$ cat src/rtl/tmcr_pkg.sv
// Package for the tag memory command responder: codes, constants, tables and shared types.
// No dependencies; the receive buffer, the block store and the top level refer to it by scoped names.
`timescale 1ns / 1ps
`default_nettype none

package tmcr_pkg;

   // bus event codes
   localparam logic [1:0] OP_BYTE = 2'd0;
   localparam logic [1:0] OP_STOP = 2'd1;
   localparam logic [1:0] OP_READ = 2'd2;

   // command codes (low nibble of the command byte)
   localparam logic [3:0] CMD_IDENTIFY  = 4'h6;
   localparam logic [3:0] CMD_READ_BLK  = 4'h8;
   localparam logic [3:0] CMD_WRITE_BLK = 4'h9;
   localparam logic [3:0] CMD_NOP_A     = 4'hA;
   localparam logic [3:0] CMD_GET_UID   = 4'hB;
   localparam logic [3:0] CMD_NOP_C     = 4'hC;
   localparam logic [3:0] CMD_SELECT    = 4'hE;
   localparam logic [3:0] CMD_NOP_F     = 4'hF;

   // command frame layout
   localparam int CMD_BYTE_POS   = 2;
   localparam int BLOCK_BYTE_POS = 3;
   localparam int WR_DATA_POS    = 4;
   localparam int MIN_CMD_BYTES  = 3;
   localparam int MIN_RD_BYTES   = 4;
   localparam int MIN_WR_BYTES   = 8;

   // response lengths and fixed bytes
   localparam logic [3:0] NODE_LEN  = 4'd2;
   localparam logic [3:0] UID_LEN   = 4'd9;
   localparam logic [3:0] BLK_LEN   = 4'd5;
   localparam logic [7:0] BLK_HDR   = 8'h04;
   localparam logic [7:0] FILL_BYTE = 8'hFF;
   localparam logic [7:0] DEF_COUNT = 8'h78;

   // physical block store
   localparam int         PHYS_BLOCKS = 6;
   localparam int         ROW_W       = 3;
   localparam logic [2:0] COUNT_ROW   = 3'd1;

   // CSR map
   localparam int         CSR_ADDR_W     = 3;
   localparam logic [2:0] CSR_COUNT_ADDR = 3'd0;

   typedef enum logic [1:0] {
      SRC_NONE  = 2'd0,
      SRC_NODE  = 2'd1,
      SRC_UID   = 2'd2,
      SRC_BLOCK = 2'd3
   } src_type;

   // decoded view of the receive buffer
   typedef struct packed {
      logic        ge_cmd;
      logic        ge_read;
      logic        ge_write;
      logic [3:0]  cmd;
      logic [7:0]  blk_num;
      logic [31:0] wr_data;
   } rx_status_type;

   // block number to physical row
   function automatic logic [2:0] alias_row(input logic [3:0] blk);
      logic [2:0] row;
      case (blk)
         4'd5, 4'd6:        row = 3'd1;
         4'd8, 4'd9, 4'd10: row = 3'd2;
         4'd11, 4'd12:      row = 3'd3;
         4'd13:             row = 3'd4;
         4'd15:             row = 3'd5;
         default:           row = 3'd0;
      endcase
      return row;
   endfunction

   // power-up contents of a row, byte k at bits 8k+7:8k
   function automatic logic [31:0] init_row(input logic [2:0] row);
      logic [31:0] val;
      case (row)
         3'd1:    val = 32'h0000_0078;
         3'd2:    val = 32'h0078_0001;
         3'd3:    val = 32'h0000_0F04;
         3'd4:    val = 32'h2A30_7E1F;
         3'd5:    val = 32'hFC2B_0F04;
         default: val = 32'h0000_0000;
      endcase
      return val;
   endfunction

   function automatic logic [7:0] node_byte(input logic idx);
      return idx ? 8'h3C : 8'h01;
   endfunction

   function automatic logic [7:0] uid_byte(input logic [3:0] idx);
      logic [7:0] val;
      case (idx)
         4'd0:    val = 8'h08;
         4'd1:    val = 8'hA3;
         4'd2:    val = 8'h6E;
         4'd3:    val = 8'h6A;
         4'd4:    val = 8'h73;
         4'd5:    val = 8'h09;
         4'd6:    val = 8'h33;
         4'd7:    val = 8'h02;
         4'd8:    val = 8'hD0;
         default: val = 8'hFF;
      endcase
      return val;
   endfunction

endpackage

`default_nettype wire

$ cat src/rtl/tmcr_req_if.sv
// Request channel of the tag memory command responder: valid/ready plus bus event payload.
// No dependencies.
`timescale 1ns / 1ps
`default_nettype none

interface tmcr_req_if;
   logic       valid;
   logic       ready;
   logic [1:0] operation;
   logic [7:0] data_byte;

   modport source (output valid, output operation, output data_byte, input ready);
   modport sink   (input valid, input operation, input data_byte, output ready);
endinterface

`default_nettype wire

$ cat src/rtl/tmcr_rsp_if.sv
// Response channel of the tag memory command responder: valid/ready plus result payload.
// No dependencies.
`timescale 1ns / 1ps
`default_nettype none

interface tmcr_rsp_if;
   logic       valid;
   logic       ready;
   logic       has_byte;
   logic [7:0] read_byte;
   logic       halted;
   logic [7:0] count_value;

   modport source (output valid, output has_byte, output read_byte, output halted,
                   output count_value, input ready);
   modport sink   (input valid, input has_byte, input read_byte, input halted,
                   input count_value, output ready);
endinterface

`default_nettype wire

$ cat src/rtl/tmcr_block_mem.sv
// Physical block store: 6 rows of 4 bytes, registered read, per-row valid bits.
// Depends on tmcr_pkg for the row count and the power-up contents.
`timescale 1ns / 1ps
`default_nettype none

module tmcr_block_mem (
   input  wire logic        clock,
   input  wire logic        reset,
   input  wire logic        wr_en,
   input  wire logic [2:0]  wr_row,
   input  wire logic [31:0] wr_data,
   input  wire logic        rd_en,
   input  wire logic [2:0]  rd_row,
   output      logic [31:0] rd_data
);

   logic [31:0] mem_ff [tmcr_pkg::PHYS_BLOCKS];
   logic [tmcr_pkg::PHYS_BLOCKS-1:0] row_valid_ff;
   logic [31:0] rd_data_ff;
   logic        rd_valid_ff;
   logic [2:0]  rd_row_ff;

   always_ff @(posedge clock) begin
      if (wr_en) begin
         mem_ff[wr_row] <= wr_data;
      end
      if (rd_en) begin
         rd_data_ff <= mem_ff[rd_row];
         rd_row_ff  <= rd_row;
      end
   end

   always_ff @(posedge clock) begin
      if (reset) begin
         row_valid_ff <= '0;
         rd_valid_ff  <= 1'b0;
      end else begin
         if (wr_en) begin
            row_valid_ff[wr_row] <= 1'b1;
         end
         if (rd_en) begin
            rd_valid_ff <= row_valid_ff[rd_row];
         end
      end
   end

   // rows never written read as their power-up contents
   assign rd_data = rd_valid_ff ? rd_data_ff : tmcr_pkg::init_row(rd_row_ff);

endmodule

`default_nettype wire

$ cat src/rtl/tmcr_rx_buf.sv
// Receive buffer: collects written bytes, drops overflow, presents the decoded frame fields.
// Depends on tmcr_pkg for the frame layout and the status struct.
`timescale 1ns / 1ps
`default_nettype none

module tmcr_rx_buf #(
   parameter int RX_BUF_BYTES = 8
) (
   input  wire logic                    clock,
   input  wire logic                    reset,
   input  wire logic                    push,
   input  wire logic [7:0]              push_data,
   input  wire logic                    clear,
   output      tmcr_pkg::rx_status_type status
);

   localparam int CNT_W = $clog2(RX_BUF_BYTES + 1);
   localparam int IDX_W = $clog2(RX_BUF_BYTES);

   logic [7:0]       buf_ff [RX_BUF_BYTES];
   logic [CNT_W-1:0] count_ff;
   logic [CNT_W-1:0] count_in;
   logic             room;

   assign room = count_ff < CNT_W'(RX_BUF_BYTES);

   always_comb begin
      count_in = count_ff;
      if (clear) begin
         count_in = '0;
      end else if (push && room) begin
         count_in = count_ff + CNT_W'(1);
      end
   end

   always_ff @(posedge clock) begin
      if (push && room) begin
         buf_ff[count_ff[IDX_W-1:0]] <= push_data;
      end
   end

   always_ff @(posedge clock) begin
      if (reset) begin
         count_ff <= '0;
      end else begin
         count_ff <= count_in;
      end
   end

   assign status.ge_cmd   = count_ff >= CNT_W'(tmcr_pkg::MIN_CMD_BYTES);
   assign status.ge_read  = count_ff >= CNT_W'(tmcr_pkg::MIN_RD_BYTES);
   assign status.ge_write = count_ff >= CNT_W'(tmcr_pkg::MIN_WR_BYTES);
   assign status.cmd      = buf_ff[tmcr_pkg::CMD_BYTE_POS][3:0];
   assign status.blk_num  = buf_ff[tmcr_pkg::BLOCK_BYTE_POS];
   assign status.wr_data  = {buf_ff[tmcr_pkg::WR_DATA_POS+3], buf_ff[tmcr_pkg::WR_DATA_POS+2],
                             buf_ff[tmcr_pkg::WR_DATA_POS+1], buf_ff[tmcr_pkg::WR_DATA_POS]};

endmodule

`default_nettype wire

$ cat src/rtl/tag_memory_command_responder.sv
// Top level of the tag memory command responder: request decode, response pointer, CSR port.
// Depends on tmcr_pkg, tmcr_req_if, tmcr_rsp_if, tmcr_rx_buf and tmcr_block_mem.
`timescale 1ns / 1ps
`default_nettype none

// Emulates a serial memory tag seen through a bus slave. Each request is one bus event
// (byte written, stop, read request) and yields exactly one response carrying the read byte
// (when a read request was served), the sticky halt flag and the current count byte (physical
// block one, byte zero). Byte and stop requests, and read requests that hit the node ID, UID,
// block header or fill byte, are answered directly; a read request that returns a stored block
// byte waits in ST_READ, since the block store's read port is registered. The block store comes
// up with its preset contents through per-row valid bits, so there is no clearing pass after
// reset. A malformed read or write command halts the block until reset. The single CSR at
// byte address 0 holds initial_count; writing it reloads the count byte (0 and 0xFF load 120).
// Write the CSR only while no request is in flight.
module tag_memory_command_responder #(
   parameter int RX_BUF_BYTES = 8
) (
   input  wire logic        clock,
   input  wire logic        reset,
   tmcr_req_if.sink         req,
   tmcr_rsp_if.source       rsp,
   input  wire logic        psel,
   input  wire logic        penable,
   input  wire logic        pwrite,
   input  wire logic [tmcr_pkg::CSR_ADDR_W-1:0] paddr,
   input  wire logic [31:0] pwdata,
   output      logic [31:0] prdata,
   output      logic        pready
);

   typedef enum logic [1:0] {
      ST_IDLE = 2'b01,
      ST_READ = 2'b10   // waiting on the block store read
   } state_type;

   state_type         state_ff, state_in;
   logic              halt_ff, halt_in;
   tmcr_pkg::src_type src_ff, src_in;
   logic [2:0]        blk_row_ff, blk_row_in;
   logic [3:0]        len_ff, len_in;
   logic [3:0]        idx_ff, idx_in;
   logic [1:0]        lane_ff, lane_in;
   logic [7:0]        count_ff, count_in;
   logic [7:0]        init_count_ff, init_count_in;

   // response holding register
   logic              rsp_valid_ff, rsp_valid_in;
   logic              has_ff, has_in;
   logic [7:0]        rb_ff, rb_in;
   logic              halted_ff, halted_in;
   logic [7:0]        cntv_ff, cntv_in;

   logic              accept;
   logic              work;
   logic              load;
   logic              cfg_wr;
   logic              rx_push, rx_clear;
   tmcr_pkg::rx_status_type rx_stat;
   logic              mem_wr, mem_rd;
   logic [2:0]        row_sel;
   logic              blk_ok;
   logic [31:0]       mem_rd_data;

   assign pready  = 1'b1;
   assign cfg_wr  = psel && penable && pwrite && (paddr == tmcr_pkg::CSR_COUNT_ADDR);
   assign prdata  = (paddr == tmcr_pkg::CSR_COUNT_ADDR) ? {24'd0, init_count_ff} : 32'd0;

   assign req.ready = (state_ff == ST_IDLE) && (!rsp_valid_ff || rsp.ready);
   assign accept    = req.valid && req.ready;
   assign work      = accept && !halt_ff;

   assign rx_push  = work && (req.operation == tmcr_pkg::OP_BYTE);
   assign rx_clear = work && (req.operation == tmcr_pkg::OP_STOP);

   // block number must fit in a nibble
   assign row_sel = tmcr_pkg::alias_row(rx_stat.blk_num[3:0]);
   assign blk_ok  = (rx_stat.blk_num[7:4] == 4'd0);

   tmcr_rx_buf #(
      .RX_BUF_BYTES (RX_BUF_BYTES)
   ) u_rx_buf (
      .clock     (clock),
      .reset     (reset),
      .push      (rx_push),
      .push_data (req.data_byte),
      .clear     (rx_clear),
      .status    (rx_stat)
   );

   tmcr_block_mem u_block_mem (
      .clock   (clock),
      .reset   (reset),
      .wr_en   (mem_wr),
      .wr_row  (row_sel),
      .wr_data (rx_stat.wr_data),
      .rd_en   (mem_rd),
      .rd_row  (blk_row_ff),
      .rd_data (mem_rd_data)
   );

   always_comb begin
      state_in      = state_ff;
      halt_in       = halt_ff;
      src_in        = src_ff;
      blk_row_in    = blk_row_ff;
      len_in        = len_ff;
      idx_in        = idx_ff;
      lane_in       = lane_ff;
      count_in      = count_ff;
      init_count_in = init_count_ff;
      mem_wr        = 1'b0;
      mem_rd        = 1'b0;
      load          = 1'b0;
      has_in        = 1'b0;
      rb_in         = 8'd0;

      if (cfg_wr) begin
         init_count_in = pwdata[7:0];
         count_in      = (pwdata[7:0] == 8'h00 || pwdata[7:0] == 8'hFF) ?
                         tmcr_pkg::DEF_COUNT : pwdata[7:0];
      end

      case (state_ff)
         ST_IDLE: begin
            if (accept) begin
               load = 1'b1;
            end
            if (work && req.operation == tmcr_pkg::OP_STOP && rx_stat.ge_cmd) begin
               idx_in = 4'd0;
               case (rx_stat.cmd)
                  tmcr_pkg::CMD_IDENTIFY, tmcr_pkg::CMD_SELECT: begin
                     src_in = tmcr_pkg::SRC_NODE;
                     len_in = tmcr_pkg::NODE_LEN;
                  end
                  tmcr_pkg::CMD_READ_BLK: begin
                     if (rx_stat.ge_read && blk_ok) begin
                        src_in     = tmcr_pkg::SRC_BLOCK;
                        blk_row_in = row_sel;
                        len_in     = tmcr_pkg::BLK_LEN;
                     end else begin
                        halt_in = 1'b1;
                        idx_in  = idx_ff;
                     end
                  end
                  tmcr_pkg::CMD_WRITE_BLK: begin
                     if (rx_stat.ge_write && blk_ok) begin
                        mem_wr = 1'b1;
                        len_in = 4'd0;
                        // count byte lives in its own register
                        if (row_sel == tmcr_pkg::COUNT_ROW) begin
                           count_in = rx_stat.wr_data[7:0];
                        end
                     end else begin
                        halt_in = 1'b1;
                        idx_in  = idx_ff;
                     end
                  end
                  tmcr_pkg::CMD_NOP_A, tmcr_pkg::CMD_NOP_C, tmcr_pkg::CMD_NOP_F: begin
                     len_in = 4'd0;
                  end
                  tmcr_pkg::CMD_GET_UID: begin
                     src_in = tmcr_pkg::SRC_UID;
                     len_in = tmcr_pkg::UID_LEN;
                  end
                  default: begin
                     // unknown command: pointer rewind only
                  end
               endcase
            end
            if (work && req.operation == tmcr_pkg::OP_READ) begin
               has_in = 1'b1;
               rb_in  = tmcr_pkg::FILL_BYTE;
               if (idx_ff < len_ff) begin
                  idx_in = idx_ff + 4'd1;
                  case (src_ff)
                     tmcr_pkg::SRC_NODE: begin
                        if (idx_ff < tmcr_pkg::NODE_LEN) begin
                           rb_in = tmcr_pkg::node_byte(idx_ff[0]);
                        end
                     end
                     tmcr_pkg::SRC_UID: begin
                        if (idx_ff < tmcr_pkg::UID_LEN) begin
                           rb_in = tmcr_pkg::uid_byte(idx_ff);
                        end
                     end
                     tmcr_pkg::SRC_BLOCK: begin
                        if (idx_ff == 4'd0) begin
                           rb_in = tmcr_pkg::BLK_HDR;
                        end else if (idx_ff inside {[4'd1:4'd4]}) begin
                           // stored byte: fetch, answer next cycle
                           mem_rd   = 1'b1;
                           load     = 1'b0;
                           lane_in  = 2'(idx_ff - 4'd1);
                           state_in = ST_READ;
                        end
                     end
                     default: begin
                        rb_in = tmcr_pkg::FILL_BYTE;
                     end
                  endcase
               end
            end
         end
         ST_READ: begin
            load     = 1'b1;
            has_in   = 1'b1;
            state_in = ST_IDLE;
            if (blk_row_ff == tmcr_pkg::COUNT_ROW && lane_ff == 2'd0) begin
               rb_in = count_ff;
            end else begin
               rb_in = mem_rd_data[{lane_ff, 3'b000} +: 8];
            end
         end
         default: begin
            state_in = ST_IDLE;
         end
      endcase
   end

   assign halted_in    = halt_in;
   assign cntv_in      = count_in;
   assign rsp_valid_in = load ? 1'b1 : (rsp.ready ? 1'b0 : rsp_valid_ff);

   always_ff @(posedge clock) begin
      if (reset) begin
         state_ff      <= ST_IDLE;
         halt_ff       <= 1'b0;
         src_ff        <= tmcr_pkg::SRC_NONE;
         len_ff        <= 4'd0;
         idx_ff        <= 4'd0;
         count_ff      <= tmcr_pkg::DEF_COUNT;
         init_count_ff <= tmcr_pkg::DEF_COUNT;
         rsp_valid_ff  <= 1'b0;
      end else begin
         state_ff      <= state_in;
         halt_ff       <= halt_in;
         src_ff        <= src_in;
         len_ff        <= len_in;
         idx_ff        <= idx_in;
         count_ff      <= count_in;
         init_count_ff <= init_count_in;
         rsp_valid_ff  <= rsp_valid_in;
      end
   end

   always_ff @(posedge clock) begin
      blk_row_ff <= blk_row_in;
      lane_ff    <= lane_in;
      if (load) begin
         has_ff    <= has_in;
         rb_ff     <= rb_in;
         halted_ff <= halted_in;
         cntv_ff   <= cntv_in;
      end
   end

   assign rsp.valid       = rsp_valid_ff;
   assign rsp.has_byte    = has_ff;
   assign rsp.read_byte   = rb_ff;
   assign rsp.halted      = halted_ff;
   assign rsp.count_value = cntv_ff;

`ifndef SYNTHESIS
   a_halt_sticky : assert property (@(posedge clock) disable iff (reset)
      halt_ff |=> halt_ff)
      else $error("halt flag cleared without reset");

   a_idx_in_range : assert property (@(posedge clock) disable iff (reset)
      idx_ff <= len_ff)
      else $error("response pointer past response length");

   a_read_follows_accept : assert property (@(posedge clock) disable iff (reset)
      (state_ff == ST_READ) |-> $past(req.valid && req.ready))
      else $error("block fetch without an accepted request");

   a_read_gives_rsp : assert property (@(posedge clock) disable iff (reset)
      (state_ff == ST_READ) |=> rsp_valid_ff)
      else $error("block fetch produced no response");

   a_halted_no_byte : assert property (@(posedge clock) disable iff (reset)
      (rsp_valid_ff && halted_ff && !$past(halt_ff) && has_ff) |-> 1'b0)
      else $error("byte served while halting");
`endif

endmodule

`default_nettype wire
$ cat src/flat_wrapper.sv
// flat-port wrapper written by rule: the top's interface ports become plain ports
module tag_memory_command_responder_flat 
#(
   parameter int RX_BUF_BYTES = 8
)
  (clock, reset, psel, penable, pwrite, paddr, pwdata, prdata, pready, req_valid, req_operation, req_data_byte, req_ready, rsp_valid, rsp_has_byte, rsp_read_byte, rsp_halted, rsp_count_value, rsp_ready);
  tmcr_req_if req_i ();
  tmcr_rsp_if rsp_i ();
  input  wire logic clock;
  input  wire logic reset;
  input  wire logic psel;
  input  wire logic penable;
  input  wire logic pwrite;
  input  wire logic [tmcr_pkg::CSR_ADDR_W-1:0] paddr;
  input  wire logic [31:0] pwdata;
  output      logic [31:0] prdata;
  output      logic pready;
  input wire logic [$bits(req_i.valid)-1:0] req_valid;
  input wire logic [$bits(req_i.operation)-1:0] req_operation;
  input wire logic [$bits(req_i.data_byte)-1:0] req_data_byte;
  output wire logic [$bits(req_i.ready)-1:0] req_ready;
  output wire logic [$bits(rsp_i.valid)-1:0] rsp_valid;
  output wire logic [$bits(rsp_i.has_byte)-1:0] rsp_has_byte;
  output wire logic [$bits(rsp_i.read_byte)-1:0] rsp_read_byte;
  output wire logic [$bits(rsp_i.halted)-1:0] rsp_halted;
  output wire logic [$bits(rsp_i.count_value)-1:0] rsp_count_value;
  input wire logic [$bits(rsp_i.ready)-1:0] rsp_ready;
  assign req_i.valid = req_valid;
  assign req_i.operation = req_operation;
  assign req_i.data_byte = req_data_byte;
  assign req_ready = req_i.ready;
  assign rsp_valid = rsp_i.valid;
  assign rsp_has_byte = rsp_i.has_byte;
  assign rsp_read_byte = rsp_i.read_byte;
  assign rsp_halted = rsp_i.halted;
  assign rsp_count_value = rsp_i.count_value;
  assign rsp_i.ready = rsp_ready;
  tag_memory_command_responder #(.RX_BUF_BYTES(RX_BUF_BYTES)) u_core (.clock(clock), .reset(reset), .req(req_i), .rsp(rsp_i), .psel(psel), .penable(penable), .pwrite(pwrite), .paddr(paddr), .pwdata(pwdata), .prdata(prdata), .pready(pready));
endmodule
$ cat config.mk
export PLATFORM = sky130hd
export DESIGN_NAME = tag_memory_command_responder_flat
export DESIGN_NICKNAME = d
export VERILOG_FILES = /design/src/rtl/tmcr_pkg.sv /design/src/rtl/tmcr_req_if.sv /design/src/rtl/tmcr_rsp_if.sv /design/src/rtl/tmcr_block_mem.sv /design/src/rtl/tmcr_rx_buf.sv /design/src/rtl/tag_memory_command_responder.sv /design/src/flat_wrapper.sv
export SDC_FILE = /design/constraint.sdc
export NUM_CORES = 1
export LEC_CHECK = 0
export BUFFER_PORTS_ARGS = -buffer_cell sky130_fd_sc_hd__buf_2
export CAP_MARGIN = 20
export CORE_UTILIZATION = 65
export DETAILED_ROUTE_END_ITERATION = 8
export PLACE_DENSITY_LB_ADDON = 0.08
export SYNTH_ARGS = -nofsm -noshare
export SYNTH_HDL_FRONTEND = slang
export SYNTH_HIERARCHICAL = 1
export SYNTH_SLANG_ARGS = --single-unit
$ cat constraint.sdc
create_clock -name clock -period 12.8 [get_ports clock]
set_input_delay 1.28 -clock clock [delete_from_list [all_inputs] [get_ports clock]]
set_output_delay 1.28 -clock clock [all_outputs]
set_load 0.01 [all_outputs]
Yosys cells after proc, flatten, opt, wreduce, memory -nomap -nowiden:

Memory sizes are Yosys's and may differ from the RTL's. A register that Yosys moved wholly into a read port is not among the register bits.
Cells that the tools add are included.
Widths: inputs -> output; s select.

* shifts and indexed selects: 1
* reduce and logical (&&, ||, !) cells: 38
* equal/unequal tests: 25
* order comparisons: 12
* bitwise logic cells: 3
* multiplexer cells: 66
* add/subtract/negate cells: 3

Operators by type and width (count)
* $pmux 32 s5: 1
* $mux 8: 14
* $mux 4: 9
* $mux 32: 1
* $shiftx 32x6->8: 1
* $mux 1: 29
* $eq 4x4->1 const B: 7
* $pmux 8 s3: 1
* $pmux 4 s5: 1
* $logic_and 1x1->1: 16
* $pmux 8 s2: 1
* $reduce_and 5->1: 2
* $eq 3x1->1 const B: 3
* $add 4x1->4 const B: 2
* $eq 2x2->1 const B: 4
* $eq 8x8->1 const B: 1
* $logic_not 4->1: 2
* $logic_not 8->1: 1
* $lt 3x4->1 const B: 2
* $lt 4x4->1 const B: 2
* $pmux 4 s2: 1
* $reduce_and 4->1: 2
* $eq 2x1->1 const B: 3
* $eq 3x2->1 const B: 2
* 30 further kinds: 40

* memories kept: 4
* memory bits (writable): 256
* output and inout port bits: 53
* bits in read-only memories: 176
* input bits: 52
* register bits after elaboration: 67

Memories
* u_core.u_block_mem.mem_ff: words 6, width 32, rd ports 1, clocked after memory_dff 1, write ports 1, line tmcr_block_mem.sv:17 `logic [31:0] mem_ff [tmcr_pkg::PHYS_BLOCKS];`
* (no name shown): words 16, width 8, rd ports 1, clocked after memory_dff 1, write ports 0, line tmcr_pkg.sv:99 `case (idx)`
* u_core.u_rx_buf.buf_ff: words 8, width 8, rd ports 6, clocked after memory_dff 0, write ports 1, line tmcr_rx_buf.sv:20 `logic [7:0] buf_ff [RX_BUF_BYTES];`
* (no name shown): words 16, width 3, rd ports 1, clocked after memory_dff 0, write ports 0, line tmcr_pkg.sv:68 `case (blk)`

Depth between registers and ports, before layout:

Gate-level depths: netlist of the first run.

* depth after elaboration: 12
* gate-level depth with buffers: 10
* mapped depth without buffers: 10

By module:

Netlist of the first run, hierarchy kept.

Modules (own cells, without submodules)
* tmcr_block_mem: times used 1, sequential area each 6956.7 µm², cells each 478, area an instance 9021.2 µm²
* tag_memory_command_responder: times used 1, sequential area each 1451.4 µm², cells each 383, area an instance 3652.3 µm²
* tmcr_rx_buf: times used 1, sequential area each 1401.3 µm², cells each 77, area an instance 1589.0 µm²

Worst setup path before layout of the first run:

OpenSTA, ideal clock, no wires.

* kind: input to register
* from: in req_operation[1]
* to: mem u_core.u_block_mem.mem_ff[0][0] (enable)
* buffers on the path: 0
* path slack: 6663 ps
* library setup time: 516 ps
* data arrival time: 5621 ps
* cell stages on the path: 4
* cells stage by stage: and4bb_1 nor3b_2 and4_1 nor4b_1

* word-level cells in the longest chain between the ends: 7

RTL lines
* start, declared: line flat_wrapper.sv:19 `input wire logic [$bits(req_i.operation)-1:0] req_operation;`
* $eq 2x1->1: line tag_memory_command_responder.sv:129 `if (work && req.operation == tmcr_pkg::OP_STOP && rx_stat.ge_cmd) begin`
* $logic_and 1x1->1 (2 in series): line tag_memory_command_responder.sv:129
* $mux 1: line tag_memory_command_responder.sv:129
* $mux 1: line tag_memory_command_responder.sv:124 `case (state_ff)`
* via u_core.mem_wr: line tag_memory_command_responder.sv:60 `logic mem_wr, mem_rd;`
* $mux 1: line tmcr_block_mem.sv:24 `if (wr_en) begin`
* $mux 1 (implied by the code): line tmcr_block_mem.sv:25 `mem_ff[wr_row] <= wr_data;`
* end, declared: line tmcr_block_mem.sv:17

The timed path passes the listed nets, and every way through them passes these cells.

Final worst setup path of the first run:

* from: in req_operation[1]
* to: mem u_core.u_block_mem.mem_ff[1][3] (enable)

Same word-level chain as after synthesis.

==> metrics.md, run 1 <==
| Metric | Value |
|---|---|
| Outcome | `finished, final reports clean` |
| Area contributors post-synth | `edfxtp_1 62%, dfxtp_1 6.9%, mux4_2 6.3%, mux2i_1 2.9%, a21oi_1 2.1%` |
| Fill cell count | `between 1000 and 1500` |
| Fmax | `approximately 290 MHz` |
| Crit. End Element | `flop` |
| Proportion of synthesized area in mux cells | `0.1016` |
| Share of cells above drive strength 1 | `0.2027` |
| Most frequent cells in the layout | `294 x edfxtp_1, 74 x nor2_1, 60 x a21oi_1, 58 x nand2_1, 55 x buf_2` |
| Gr busiest metal | `met2` |
| Die ar. | `0.02254 mm2` |
| Final WL | `28650 um` |
| CP top delay family | `simple AND/OR/NAND/NOR gates` |
| Hold slack | `0.4532 ns` |
| Number of global-route vias before repair | `approximately 8000` |
| Slew headroom | `0.3285` |
| Worst-path clk slew | `0.06 ns` |
| Most common cell after layout, fill and taps aside | `edfxtp_1` |
| Worst Path Max Fanout | `18` |
| Vias | `8055` |
| Adder-Cell Fraction of Synth Area | `0.009650` |
| Post-route cell area | `0.01586 mm2` |
| Half-perimeter wire length after placement | `17280 um` |
| Post-route DRC | `0` |
| Detail Route Antenna Nets | `0` |
| First-pass GRT wire length | `43990 um` |
| GR Util met2 | `0.4255` |
| Post-synth EDFFs | `294` |
| Initial antenna violation count | `1` |
| Cts repair resizes | `0` |
| Sink Count | `~340` |
| H-tree Lvls | `2` |
| Synth unique cells | `79` |
| Largest area contributor in the netlist | `edfxtp_1` |
| Actual slew at the worst max-slew pin | `1.004 ns` |
| Dominant synthesized flop cell | `edfxtp_1` |
| Post-CTS Setup Bufs | `0` |
| Gpl congestion | `~0.88` |
| Nature of the critical path startpoint | `input pin` |
| Placed Area | `0.01464 mm2` |
| Arrival time worst endpoint | `3.65 ns` |
| Register area share after synthesis | `0.6878` |
| Share of the synthesized area in the top cell type | `0.6190` |
| Worst Hold Class | `reg -> reg` |
| Worst Path Required | `12.99 ns` |
| WL/cell | `22.02 um` |
| Critical path's largest stage delay | `between 0.7 and 0.8 ns` |
| Largest family of logic cells by synthesized area | `multiplexers` |
| Root Driver | `clkbuf_16` |
| Synth Area in Simple Gates | `0.08974` |
| Largest net degree at the start of global routing | `70` |
| Max VDD drop | `roughly 130 uV` |
| Cells after Synth | `938` |
| Die Width | `150.1 um` |
| Post-synthesis compound-gate area fraction | `0.06834` |
| Area growth from synthesis to layout | `11.17%` |
| Met1 Resource Use GR | `0.3705` |
| Worst path slowest cell | `and4bb_2` |
| Final setup viols | `0` |
| Ant. Diodes | `0` |
| Die H | `150.1 um` |
| Synthesized area | `0.01426 mm2` |
| Leak pwr | `0.005656 uW` |
| Period minus WS final | `between 3 and 4 ns` |
| Clock skew | `about 0.023 ns` |
| Final period util | `0.2702` |
| Ys async rst share | `0` |
| Pwr dens | `between 100 and 150 mW/mm2` |
| Core footprint | `0.02129 mm2` |
| Max cap viols | `0` |
| CTS tree | `built` |
| Fin. Hold Viols | `0` |
| Sum Neg Setup Slack | `0 ns` |
| #FFs+latches synth | `343` |
| Starting DRT DRC Count | `between 700 and 800` |
| XOR/XNOR Fraction of Synth Area | `0.003685` |
| Hold Buf Count CTS | `0` |
| Yosys warning total | `6` |
| IO Count | `~110` |
| Grt met3 use | `0.05515` |
| IO Port Bufs | `55` |
| 1st-pass router iterations | `5` |
| Initial Util | `0.6700` |
| CTS max path bufs | `3` |
| Syn avg cell area | `between 15 and 20 um2` |
| Post-layout net count | `between 1000 and 1500` |
| Slew Viols, Final | `0` |
| Via density | `slightly above 6` |
| Clock Latency Late Sink | `0.53 ns` |
| CTS Buf Count | `35` |
| RSZ-0062 raised after global routing | `false` |
| CP Cell Sequence | `buf_2, and4bb_1, nor3b_2, and4_1, and4bb_2, buf_4` |
| Num rows | `53` |
| Worst path buffer plus inverter count | `2` |
| GRT Total Usage | `0.2669` |
| WS Path Type | `in -> reg` |
| Global route overflow | `0` |
synthesized netlist by cell type (5+ instances only):
| master | n |
|---|---|
| inv_1 | 26 |
| mux4_2 | 40 |
| buf_2 | 12 |
| a21oi_1 | 60 |
| dfxtp_1 | 49 |
| clkbuf_1 | 16 |
| and2_1 | 20 |
| o21ai_0 | 18 |
| nor2_1 | 74 |
| nand3_1 | 8 |
| mux2i_1 | 42 |
| nor3_1 | 13 |
| a21o_1 | 19 |
| a22oi_1 | 6 |
| o21a_1 | 8 |
| nand4_1 | 6 |
| mux2_2 | 10 |
| o211ai_1 | 5 |
| buf_4 | 28 |
| nor4_1 | 6 |
| nor2b_1 | 5 |
| ha_1 | 11 |
| and4_1 | 5 |
| nand2b_1 | 9 |
| nand2_1 | 58 |
| edfxtp_1 | 294 |
routing by layer:
layer,share of wire,wire length [um]
met1,0.41,11810
met2,0.49,14020
met3,0.071,2033
met4,0.027,787
met5,0,0
final timing paths:
| check | startpoint | endpoint | slack, ns | cells past startpoint |
|---|---|---|---|---|
| min reg2reg | u_core/init_count_ff[0] | u_core/init_count_ff[0] | 0.45 | 2 |
| max reg2reg | u_core/u_rx_buf/count_ff[0] | u_core/u_block_mem/mem_ff[1][3] | 9.44 | 7 |
| min | u_core/init_count_ff[0] | u_core/init_count_ff[0] | 0.45 | 2 |
| max | req_operation[1] | u_core/u_block_mem/mem_ff[1][3] | 9.34 | 6 |
report_power, final:
group	switching, uW	internal, uW	total, uW
logic	22.5	8.95	31.5
clock network	415	639	1050
registers	1.49	1200	1200
total	439	1850	2290
state kept, by name (all words and copies together), names as in the netlist, 4 cells and up, named ones only:
name / flops
u_core/rsp.read_byte: 8
u_core/rsp.count_value: 8
u_core/u_rx_buf/buf_ff: 44
u_core/u_rx_buf/count_ff: 4
u_core/u_block_mem/mem_ff: 192
u_core/len_ff: 4
u_core/count_ff: 8
u_core/idx_ff: 4
u_core/init_count_ff: 8
u_core/u_block_mem/row_valid_ff: 6
u_core/u_block_mem/rd_data_ff: 32
layout make-up:
type / count / area (um2) / share of cell area
Inverter: 28 / 106.4 / 0.006708
Timing Repair Buffer: 69 / 392.9 / 0.02478
Clock inverter: 21 / 271.5 / 0.01712
Multi-Input combinational cell: 523 / 4009 / 0.2528
Sequential cell: 343 / 9809 / 0.6187
Clock buffer: 42 / 922.1 / 0.05816
Tap cell: 275 / 344.1 / 0.02170
worst reg2reg max path, delay by kind of cell, from the launching register on:
family	cells	cell delay, ns
AND/OR/NAND/NOR	5	1.87
adder cells (fa/ha/maj)	1	0.25
buffers and inverters	1	0.44
flip-flops	1	0.48
cells by family (layout without fill, tap and decap cells):
logic type / count (synthesis) / in the layout
compound gates: 149 / 149
xor+xnor: 6 / 6
fa+ha+maj: 11 / 11
buf+inv: 95 / 160
flops: 343 / 343
mux: 93 / 93
other cells: 2 / 25
simple gates: 239 / 239
stage by stage:
stage | setup WS, ns | cells | util | total power [uW]
floorplan | 6.663 | 961 | - | 1247
finish | 9.342 | 1301 | 0.7448 | 2289
detailed placement | 8.836 | 1237 | 0.6878 | 1259
global placement | 8.940 | 1237 | 0.6878 | 1258
global route | 9.232 | 1301 | 0.7448 | 2350
CTS | 9.380 | 1300 | 0.7439 | 2303
Power figures use the tool's default switching activity.
==> inputs of run 2 (changes only) <==
Settings changed: CORE_UTILIZATION 65 to 60.
Clock period 12.8 ns to 3.4 ns, I/O delays scaled along.
==> run 2 against run 1 <==
Effect of this change:
- combinational power increased to 3.7 times the previous value
- via count fell by 4.6%
- count of clock-buffer cells in the layout increased by 1
- global-route usage down 3.6 points
==> metrics.md, run 2 (same netlist as run 1, synthesis figures left out) <==
| Metric | Value |
|---|---|
| Post-route DRC | `0 (unchanged)` |
| WS Path Type | `reg -> reg` |
| Most common cell after layout, fill and taps aside | `edfxtp_1` |
| Core footprint | `0.02340 mm2 (+9.9%)` |
| NetSw | `1590 uW (+260%)` |
| Fmax | `between 300 and 400 MHz` |
| 1st-pass router iterations | `5 (unchanged)` |
| Ant. Diodes | `0 (unchanged)` |
| Largest net degree at the start of global routing | `69 (-1.4%)` |
| Clock share of power | `0.446 (-0.014)` |
| Max VDD drop | `505.3 uV (+300%)` |
| Most frequent cells in the layout | `294 x edfxtp_1, 74 x nor2_1, 60 x a21oi_1, 58 x nand2_1, 55 x buf_2` |
| Die ar. | `0.02439 mm2 (+8.2%)` |
| WHS Path Cells | `3 (+1)` |
| Via density | `5.678 (-8.3%)` |
| CTS tree | `built` |
| Clock skew | `0.01573 ns (-0.006797 ns)` |
| H-tree Lvls | `2 (unchanged)` |
| Pre-CTS WS | `0.5985 ns (-8.237 ns)` |
| Root Driver | `clkbuf_16` |
| R2r worst-path depth | `7 (unchanged)` |
| Final period util | `0.8258` |
| Initial Util | `0.6094 (-0.06058)` |
| Combinational Power Share | `0.014 (about the same)` |
| Setup ws final | `0.5924 ns (-8.749 ns)` |
| Slew headroom | `0.4133 (+0.08482)` |
| Starting DRT DRC Count | `592 (-22%)` |
| Actual slew at the worst max-slew pin | `0.8722 ns (-0.1313 ns)` |
| Outcome | `finished, final reports clean` |
| Slew Viols, Final | `0 (unchanged)` |
| Pwr dens | `525.5 mW/mm2 (+260%)` |
| Die Width | `156.2 um (+4.0%)` |
| Most flop-heavy register | `u_core/u_block_mem/mem_ff` |
| Final setup viols | `0 (unchanged)` |
| Seq pwr share | `0.540 (+0.014)` |
| Crit. End Element | `flop` |
| Clock Latency Late Sink | `0.52 ns (about the same)` |
| Final WL | `26770 um (-6.6%)` |
| IO Count | `105 (unchanged)` |
| Worst Hold Class | `in -> reg` |
| IO Port Bufs | `55 (unchanged)` |
| WL/cell | `19.77 um (-10%)` |
| Leak pwr | `0.005678 uW (+0.41%)` |
| RSZ-0062 raised after global routing | `false` |
| Max reg flops | `192 (unchanged)` |
| Worst-path clk slew | `0.06 ns (about the same)` |
| Initial antenna violation count | `0 (-1)` |
| Number of global-route vias before repair | `7351 (-8.3%)` |
| Vias | `7688 (-4.6%)` |
| Die H | `156.2 um (+4.0%)` |
| Num rows | `56 (+5.7%)` |
| Sum Neg Setup Slack | `0 ns (unchanged)` |
| Nature of the critical path startpoint | `flop` |
| Detail Route Antenna Nets | `0 (unchanged)` |
| Switch share | `0.1893 (-0.002468)` |
| Arrival time worst endpoint | `2.98 ns (-0.67 ns)` |
| Share of cells above drive strength 1 | `0.2039 (+0.001136)` |
| GRT Total Usage | `0.2305 (-0.03641)` |
| Area growth from synthesis to layout | `12.04%` |
| Placed Area | `0.01485 mm2 (+1.4%)` |
| Post-layout net count | `1073 (+0.94%)` |
| Final Power | `8398 uW (+270%)` |
| Post-CTS Setup Bufs | `0 (unchanged)` |
| Hold Buf Count CTS | `0 (unchanged)` |
| Gpl congestion | `0.8252 (-5.7%)` |
| CTS Buf Count | `35 (unchanged)` |
| Fin. Hold Viols | `0 (unchanged)` |
| Post-route cell area | `0.01598 mm2 (+0.79%)` |
| CTS max path bufs | `3 (unchanged)` |
| Half-perimeter wire length after placement | `16520 um (-4.4%)` |
| Period minus WS final | `2.808 ns` |
| Global route overflow | `0 (unchanged)` |
| Cts repair resizes | `0 (unchanged)` |
| Utilization after layout | `0.6828 (-0.06199)` |
| Max cap viols | `0 (unchanged)` |
| First-pass GRT wire length | `41390 um (-5.9%)` |
| Worst Path Required | `3.58 ns (-9.41 ns)` |
| Internal | `6809 uW (+270%)` |
| Sink Count | `343 (unchanged)` |
| Worst Path Max Fanout | `21 (+3)` |
run 2: cell types whose count changed in the layout (fill, tap and decap cells not counted), sizes merged:
cell / before / now
buf: 69 / 79
bufinv: 6 / 4
clkbuf: 42 / 43
clkinv: 11 / 14
clkinvlp: 2 / 1
inv: 30 / 28
run 2: layout make-up:
| cell class | count | area, um2 |
|---|---|---|
| Sequential cell | 343 | 9809 |
| Timing Repair Buffer | 79 | 518.0 |
| Fill cell | 1656 | 7422 |
| Clock inverter | 19 | 202.7 |
| Clock buffer | 43 | 927.1 |
| Multi-Input combinational cell | 523 | 4018 |
| Tap cell | 319 | 399.1 |
| Inverter | 28 | 106.4 |
run 2: worst max-delay path, stage by stage (launching register included):
cell	delay, ns
dfxtp_1	0.48
ha_1	0.21
or3_1	0.09
and4bb_1	0.21
nor3b_2	0.36
and4_1	0.43
nor4b_4	0.28
buf_4	0.38
run 2: power by group through the flow:
stage | Clock, uW | Sequential, uW | Combinational, uW
finish | 3750 | 4530 | 118
global route | 3990 | 4530 | 130
floorplan | 0 | 4630 | 69.5
detailed placement | 0 | 4620 | 118
global placement | 0 | 4620 | 118
CTS | 3840 | 4530 | 118
run 2: through the flow:
step / hold slack [ns] / std cells
after CTS: 0.07763 / 1354
after global placement: 0.4395 / 1292
after global routing: 0.09583 / 1354
after detailed placement: 0.4425 / 1292
final: 0.09851 / 1354
after floorplan: 0.4079 / 961
run 2: path summary, 6_finish.rpt:
check,to,from,slack [ns]
worst max-delay path,u_core/u_block_mem/mem_ff[0][28],u_core/u_rx_buf/count_ff[0],0.59
worst min-delay path,u_core/init_count_ff[3],pwdata[3],0.1
worst max register to register,u_core/u_block_mem/mem_ff[0][28],u_core/u_rx_buf/count_ff[0],0.59
worst min register to register,u_core/init_count_ff[2],u_core/init_count_ff[2],0.45
run 2: metal layers:
layer / global-route usage / part of all wire / wire length, um / vias up
li1: - / - / - / 3665
met1: 0.3248 / 0.45 / 12040 / 3807
met2: 0.3673 / 0.48 / 12780 / 172
met3: 0.03639 / 0.044 / 1168 / 44
met4: 0.08217 / 0.029 / 771 / 0
met5: 0 / 0 / 0 / -
